===== config.mk =====
export PLATFORM = sky130hd
export DESIGN_NAME = rgb_to_hsl_converter
export DESIGN_NICKNAME = d
export VERILOG_FILES = /design/src/hdl/rgbhsl_pkg.sv /design/src/hdl/rgb_to_hsl_converter.sv
export SDC_FILE = /design/constraint.sdc
export NUM_CORES = 2
export LEC_CHECK = 0
export BUFFER_PORTS_ARGS = -buffer_cell sky130_fd_sc_hd__buf_2
export CORE_MARGIN = 2
export CORE_UTILIZATION = 65
export CTS_BUF_LIST = sky130_fd_sc_hd__clkbuf_4 sky130_fd_sc_hd__clkbuf_8 sky130_fd_sc_hd__clkbuf_16
export CTS_CLUSTER_SIZE = 12
export DETAILED_ROUTE_END_ITERATION = 7
export GPL_TIMING_DRIVEN = 0
export PLACE_DENSITY = 0.82
export SYNTH_ARGS = -nofsm -noshare
export SYNTH_HDL_FRONTEND = slang
export SYNTH_SLANG_ARGS = --single-unit

===== constraint.sdc =====
create_clock -name aclk -period 56.8 [get_ports aclk]
set_clock_uncertainty 0.1 [all_clocks]
set_input_delay 8.52 -clock aclk [delete_from_list [all_inputs] [get_ports aclk]]
set_output_delay 8.52 -clock aclk [all_outputs]
set_load 0.005 [all_outputs]

===== src/hdl/rgbhsl_pkg.sv =====
`timescale 1ns / 1ps

package rgbhsl_pkg;

    // Default fraction width of the results
    localparam int FRAC_BITS_DEF = 16;

    // Field widths
    localparam int PIX_W  = 24;
    localparam int CH_W   = 8;
    localparam int HUE_W  = 16;
    localparam int SAT_W  = 17;
    localparam int LIT_W  = 17;
    localparam int FLD_W  = HUE_W + SAT_W + LIT_W;
    localparam int M_TDATA_W = ((FLD_W + 7) / 8) * 8;
    localparam int PAD_W  = M_TDATA_W - FLD_W;

    // Divider remainder width: the largest divisor is 6 * 255 = 1530
    localparam int REM_W  = 11;
    localparam logic [REM_W-1:0] LIT_DEN = REM_W'(510);
    localparam logic [REM_W-1:0] HALF_SUM = REM_W'(255);

    // Which channel holds the maximum
    typedef enum logic [1:0] {
        SEL_RED,
        SEL_GREEN,
        SEL_BLUE
    } max_sel_t;

    // One restoring division step: quotient bit on top, new remainder below
    function automatic logic [REM_W:0] div_step(input logic [REM_W:0] part,
                                                input logic [REM_W-1:0] den);
        logic [REM_W:0] diff;
        diff = part - {1'b0, den};
        if (part >= {1'b0, den}) begin
            div_step = {1'b1, diff[REM_W-1:0]};
        end else begin
            div_step = {1'b0, part[REM_W-1:0]};
        end
    endfunction

endpackage


===== src/hdl/rgb_to_hsl_converter.sv =====
`timescale 1ns / 1ps
// Throughput: one pixel per cycle while the skid register is free; hue and saturation
// quotients are formed one bit per pipeline stage (FRAC_BITS + 1 stages) behind three
// pixel stages; lightness is a constant reciprocal multiply in the first divider stage
// and rides along after it. A one-word skid register on the output takes a refused result,
// so the pipe moves on; while that word waits in it, the pipe stalls and s_tready is low.
// Reset (aresetn low, synchronous) clears all valid bits and the skid flag; data is not reset.
module rgb_to_hsl_converter #(
    parameter int FRAC_BITS = rgbhsl_pkg::FRAC_BITS_DEF
) (
    input  logic                               aclk,
    input  logic                               aresetn,
    input  logic                               s_tvalid,
    output logic                               s_tready,
    input  logic [rgbhsl_pkg::PIX_W-1:0]       s_tdata,   // pixel[23:0]
    output logic                               m_tvalid,
    input  logic                               m_tready,
    output logic [rgbhsl_pkg::M_TDATA_W-1:0]   m_tdata    // hue[15:0], saturation[32:16],
                                                          // lightness[49:33], zero pad
);
    import rgbhsl_pkg::*;

    localparam int QW = FRAC_BITS + 1;   // quotient bits: one integer bit plus fraction
    localparam int NS = QW + 3;          // total pipeline stages

    // Lightness: floor(sum * 2^FRAC_BITS / 510) as sum * ceil(2^(FRAC_BITS+18) / 510) >> 18,
    // exact for every sum up to 510
    localparam int LIT_SH = 18;
    localparam int LM_W   = FRAC_BITS + 10;
    localparam int LP_W   = LM_W + REM_W;
    localparam logic [LM_W-1:0] LIT_MUL =
        LM_W'(((64'd1 << (FRAC_BITS + LIT_SH)) + 64'(LIT_DEN) - 64'd1) / 64'(LIT_DEN));

    // Pipe control
    logic          en;
    logic [NS-1:0] vld_reg;
    logic          skid_full_reg;
    logic [M_TDATA_W-1:0] skid_data_reg;

    // Stage 1: channels
    logic [CH_W-1:0] r1_reg, g1_reg, b1_reg;

    // Stage 2: max, min and which channel won
    logic [CH_W-1:0] r2_reg, g2_reg, b2_reg, mx2_reg, mn2_reg;
    max_sel_t        sel2_reg;
    logic [CH_W-1:0] mx2_next, mn2_next;
    max_sel_t        sel2_next;

    // Stage 3: numerators and divisors
    logic [REM_W-1:0] hn3_reg, hd3_reg, sn3_reg, sd3_reg, ln3_reg;
    logic [REM_W-1:0] hn3_next, hd3_next, sn3_next, sd3_next, ln3_next;
    logic [CH_W-1:0]  delta;
    logic [REM_W-1:0] delta_w, sum_w, den6;

    // Divider stages
    logic [REM_W-1:0] hrem_reg [QW];
    logic [REM_W-1:0] srem_reg [QW];
    logic [REM_W-1:0] hd_reg   [QW];
    logic [REM_W-1:0] sd_reg   [QW];
    logic [QW-1:0]    hq_reg   [QW];
    logic [QW-1:0]    sq_reg   [QW];
    logic [LIT_W-1:0] lit_reg  [QW];
    logic [REM_W-1:0] hrem_next [QW];
    logic [REM_W-1:0] srem_next [QW];
    logic [REM_W-1:0] hd_next   [QW];
    logic [REM_W-1:0] sd_next   [QW];
    logic [QW-1:0]    hq_next   [QW];
    logic [QW-1:0]    sq_next   [QW];
    logic [LIT_W-1:0] lit_next  [QW];
    logic [LP_W-1:0]  lit_prod;

    logic [M_TDATA_W-1:0] out_word;

    // Pipe moves whenever the skid register is free
    assign en       = !skid_full_reg;
    assign s_tready = en;

    // Valid bits and skid control
    always_ff @(posedge aclk) begin
        if (!aresetn) begin
            vld_reg       <= '0;
            skid_full_reg <= 1'b0;
        end else begin
            if (en) begin
                vld_reg <= {vld_reg[NS-2:0], s_tvalid};
            end
            if (skid_full_reg) begin
                if (m_tready) begin
                    skid_full_reg <= 1'b0;
                end
            end else if (vld_reg[NS-1] && !m_tready) begin
                skid_full_reg <= 1'b1;
            end
        end
    end

    // Skid data capture
    always_ff @(posedge aclk) begin
        if (!skid_full_reg && vld_reg[NS-1] && !m_tready) begin
            skid_data_reg <= out_word;
        end
    end

    // Stage 2 logic: max, min, ties go red then green
    always_comb begin
        if (r1_reg >= g1_reg && r1_reg >= b1_reg) begin
            sel2_next = SEL_RED;
            mx2_next  = r1_reg;
        end else if (g1_reg >= b1_reg) begin
            sel2_next = SEL_GREEN;
            mx2_next  = g1_reg;
        end else begin
            sel2_next = SEL_BLUE;
            mx2_next  = b1_reg;
        end
        mn2_next = r1_reg;
        if (g1_reg < mn2_next) begin
            mn2_next = g1_reg;
        end
        if (b1_reg < mn2_next) begin
            mn2_next = b1_reg;
        end
    end

    // Stage 3 logic: sextant numerator and divisors
    assign delta   = mx2_reg - mn2_reg;
    assign delta_w = REM_W'(delta);
    assign sum_w   = REM_W'(mx2_reg) + REM_W'(mn2_reg);
    assign den6    = (delta_w << 2) + (delta_w << 1);

    always_comb begin
        case (sel2_reg)
            SEL_RED: begin
                if (g2_reg >= b2_reg) begin
                    hn3_next = REM_W'(g2_reg) - REM_W'(b2_reg);
                end else begin
                    hn3_next = den6 - (REM_W'(b2_reg) - REM_W'(g2_reg));
                end
            end
            SEL_GREEN: hn3_next = (delta_w << 1) + REM_W'(b2_reg) - REM_W'(r2_reg);
            SEL_BLUE:  hn3_next = (delta_w << 2) + REM_W'(r2_reg) - REM_W'(g2_reg);
            default:   hn3_next = '0;
        endcase
        sn3_next = delta_w;
        ln3_next = sum_w;
        // achromatic: zero numerators over a unit divisor give zero
        if (delta == '0) begin
            hn3_next = '0;
            hd3_next = REM_W'(1);
            sd3_next = REM_W'(1);
        end else begin
            hd3_next = den6;
            sd3_next = (sum_w <= HALF_SUM) ? sum_w : LIT_DEN - sum_w;
        end
    end

    // Lightness product, taken in the first divider stage
    assign lit_prod = LP_W'(ln3_reg) * LP_W'(LIT_MUL);

    // Divider steps: stage 0 yields the integer bit, later ones a fraction bit each
    always_comb begin
        logic [REM_W:0] hres, sres;
        for (int j = 0; j < QW; j++) begin
            if (j == 0) begin
                hres = div_step({1'b0, hn3_reg}, hd3_reg);
                sres = div_step({1'b0, sn3_reg}, sd3_reg);
                hd_next[j]  = hd3_reg;
                sd_next[j]  = sd3_reg;
                hq_next[j]  = QW'(hres[REM_W]);
                sq_next[j]  = QW'(sres[REM_W]);
                lit_next[j] = LIT_W'(lit_prod >> LIT_SH);
            end else begin
                hres = div_step({hrem_reg[j-1], 1'b0}, hd_reg[j-1]);
                sres = div_step({srem_reg[j-1], 1'b0}, sd_reg[j-1]);
                hd_next[j]  = hd_reg[j-1];
                sd_next[j]  = sd_reg[j-1];
                hq_next[j]  = {hq_reg[j-1][QW-2:0], hres[REM_W]};
                sq_next[j]  = {sq_reg[j-1][QW-2:0], sres[REM_W]};
                lit_next[j] = lit_reg[j-1];
            end
            hrem_next[j] = hres[REM_W-1:0];
            srem_next[j] = sres[REM_W-1:0];
        end
    end

    // Pipeline data registers
    always_ff @(posedge aclk) begin
        if (en) begin
            r1_reg   <= s_tdata[CH_W-1:0];
            g1_reg   <= s_tdata[2*CH_W-1:CH_W];
            b1_reg   <= s_tdata[3*CH_W-1:2*CH_W];
            r2_reg   <= r1_reg;
            g2_reg   <= g1_reg;
            b2_reg   <= b1_reg;
            mx2_reg  <= mx2_next;
            mn2_reg  <= mn2_next;
            sel2_reg <= sel2_next;
            hn3_reg  <= hn3_next;
            hd3_reg  <= hd3_next;
            sn3_reg  <= sn3_next;
            sd3_reg  <= sd3_next;
            ln3_reg  <= ln3_next;
            for (int j = 0; j < QW; j++) begin
                hrem_reg[j] <= hrem_next[j];
                srem_reg[j] <= srem_next[j];
                hd_reg[j]   <= hd_next[j];
                sd_reg[j]   <= sd_next[j];
                hq_reg[j]   <= hq_next[j];
                sq_reg[j]   <= sq_next[j];
                lit_reg[j]  <= lit_next[j];
            end
        end
    end

    // Result word from the last stage, cut to the field widths
    assign out_word = {{PAD_W{1'b0}},
                       lit_reg[QW-1],
                       SAT_W'(sq_reg[QW-1]),
                       HUE_W'(hq_reg[QW-1])};

    assign m_tvalid = skid_full_reg || vld_reg[NS-1];
    assign m_tdata  = skid_full_reg ? skid_data_reg : out_word;

endmodule


==> impl_metrics.toml <==
[status]
status = "complete, no violations"

[layout]
final_common_cell = "edfxtp_1"
num-nets-final = 6005
area_growth_pct = 10.2
final_cell_mix = "1430 x edfxtp_1, 621 x inv_1, 504 x ha_1"
largest_reg_flops = 289
drive_gt1_share_pct = 11.7
antennaDiodeCount = 0

[flow_run]
maxCapViolCount = 0

[critical_path]
critPathArrivalTime_ns = 4.64
critical_path.endpoint_type = "output pin"
start_kind = "flop"
critPathMaxFanout = 140
startpoint = "skid_full_reg"
required_ns = 48.18
reg2reg_depth = 18
timing_worst_setup_path_type = "reg2out"
timing.rr.start = "mx2_reg[1]"

[clock_network]
htreeDepth = 4
clockBufferDepth = 3
post_cts_buffers = 0
cts_tree = "yes"
cts-hold-fix-buffers = 0
clk_pin_slew_ns = 0.06
cts-root-buf = "clkbuf_16"
cts.repair.resized = 0
clkSinkCount = 1451
cts_buffers = 148
clock_latency_ns = 0.76

[placement]
dp_hpwl_mm = 83.7
routabilityCongestion = 0.896
port_buffers = 79

[logic_synthesis]
yosys.area.top_type = "edfxtp_1"
synthCells = 5169
synth_area_um2 = 69700
yosys_warnings = 0
async_reset_ff_share_pct = 0
synth_ff_type = "edfxtp_1"
ys_types = 84
syn_avg_cell_area_um2 = 13.5
synth_edf_count = 1430
ys_seq_elements = 1451
synth_top_area_share_pct = 61.6
synth_area_leaders = "edfxtp_1 62%, ha_1 9.1%, mux2_2 3.6%, inv_1 3.4%, xnor2_1 1.7%"
ys_seq_area_share_pct = 62.2

[grt]
grt_pass1_vias = 41100
grt_overflow_total = 0
grt_max_degree = 152
grt_pass1_wl_mm = 202
antenna_found_initial = 0
grtUsageTotal_pct = 22.7

[sta]
finalHoldViolations = 0
rsz0062_at_grt = "no"
max_clock_freq_mhz = 75.4
tightest_slew_ns = 1.19
finalCriticalPeriod_ns = 13.26
relSlewSlack_pct = 20.4
setup_violations = 0
tns_ns = 0
post-route-period-util_pct = 23.3
finalMaxSlewViolations = 0

[floorplanning]
die_w_um = 331
start_util_pct = 65.3
die_area_um2 = 110000
die_h_um = 331
ioPinCount = 86
core-area_um2 = 107000
rows = 120

[detailed_routing]
drtIter0Drc = 3190
wire_per_inst_um = 17.9
via_count = 40200
wirelength_mm = 124
ant_nets = 0
drc = 0
viasPerCell = 5.82
firstDrtPassIters = 6

[hold_path]
holdPathStages = 0
hp-start = "lit_reg[0][59]"
hold_class = "reg2reg"
-- final cells by class --
cell class                      count  area, um^2
Sequential cell                  1451       43400
Fill cell                        6757       30000
Multi-Input combinational cell   3028       23700
Clock buffer                      194        4070
Inverter                          623        2350
Tap cell                         1403        1760
Timing Repair Buffer               94         727
Clock inverter                     44         508
Buffer                             72         340
-- final timing paths --
check	end	slack [ns]
setup / recovery	s_tready	43.54
hold / removal	lit_reg[0][76]	0.30
setup reg to reg	hn3_reg[10]	50.89
hold reg to reg	lit_reg[0][76]	0.30
-- logic make-up (layout without fill, tap and decap cells) --
family                     Yosys count  count (layout)  synth area share, %
and+or+nand+nor                   1110            1110                 8.06
DFF                               1451            1451                 62.2
muxes                              295             295                 4.63
adders and majority gates          559             559                 10.6
buffers and inverters              695            1027                 3.84
AOI/OAI and AO/OA                  849             849                 7.92
xor gates and xnor gates           209             209                 2.66
other                                1               6              0.00538
-- routing by layer --
metal / GRT usage [%] / vias up / part of all wire [%]
met3: 3.34 / 278 / 4.2
li1: - / 19500 / -
met2: 41.7 / 1054 / 53
met4: 8.37 / 0 / 3.1
met5: 0 / - / 0
met1: 26.9 / 19400 / 40
-- worst max-delay path, stage by stage (launching register included) --
cell and delay, ns:
dfxtp_1 0.30, clkbuf_1 0.74, clkbuf_1 0.68, inv_8 0.38, buf_16 0.36, buf_16 0.33, buf_16 0.37, buf_2 0.29
-- synthesized netlist by cell type (7+ instances only) --
| master | number |
|---|---|
| a211o_1 | 30 |
| a211oi_1 | 68 |
| a21boi_0 | 69 |
| a21o_1 | 25 |
| a21oi_1 | 208 |
| a31oi_1 | 10 |
| and2_1 | 15 |
| and3_1 | 18 |
| buf_2 | 29 |
| buf_4 | 7 |
| clkbuf_1 | 30 |
| dfxtp_1 | 21 |
| edfxtp_1 | 1430 |
| fa_1 | 55 |
| ha_1 | 504 |
| inv_1 | 622 |
| mux2_2 | 221 |
| mux2i_1 | 74 |
| nand2_1 | 239 |
| nand2b_1 | 27 |
| nand3_1 | 64 |
| nand4_1 | 86 |
| nor2_1 | 248 |
| nor2b_1 | 142 |
| nor3_1 | 114 |
| nor3b_1 | 21 |
| nor4_1 | 25 |
| o211ai_1 | 7 |
| o21a_1 | 41 |
| o21ai_0 | 202 |
| o21ai_1 | 33 |
| o21bai_1 | 7 |
| o311a_1 | 21 |
| o31ai_1 | 68 |
| or2_2 | 35 |
| or3_1 | 35 |
| or4_1 | 23 |
| xnor2_1 | 136 |
| xor2_1 | 71 |
-- stage by stage --
step,setup slack (ns),util [%],hold WS (ns),cells,area [um^2]
2_1_floorplan,20.97,-,0.300,5174,69700
3_3_place_gp,8.95,67.3,0.300,6656,71800
3_5_place_dp,44.44,67.6,0.305,6671,72200
4_1_cts,43.60,71.9,0.291,6909,76800
5_1_grt,43.37,71.9,0.300,6909,76800
6_report,43.54,71.9,0.296,6909,76800
Power is left out: the tool's default activity adds up to more than one toggle a clock period on the data nets, which glitch-free logic cannot reach.
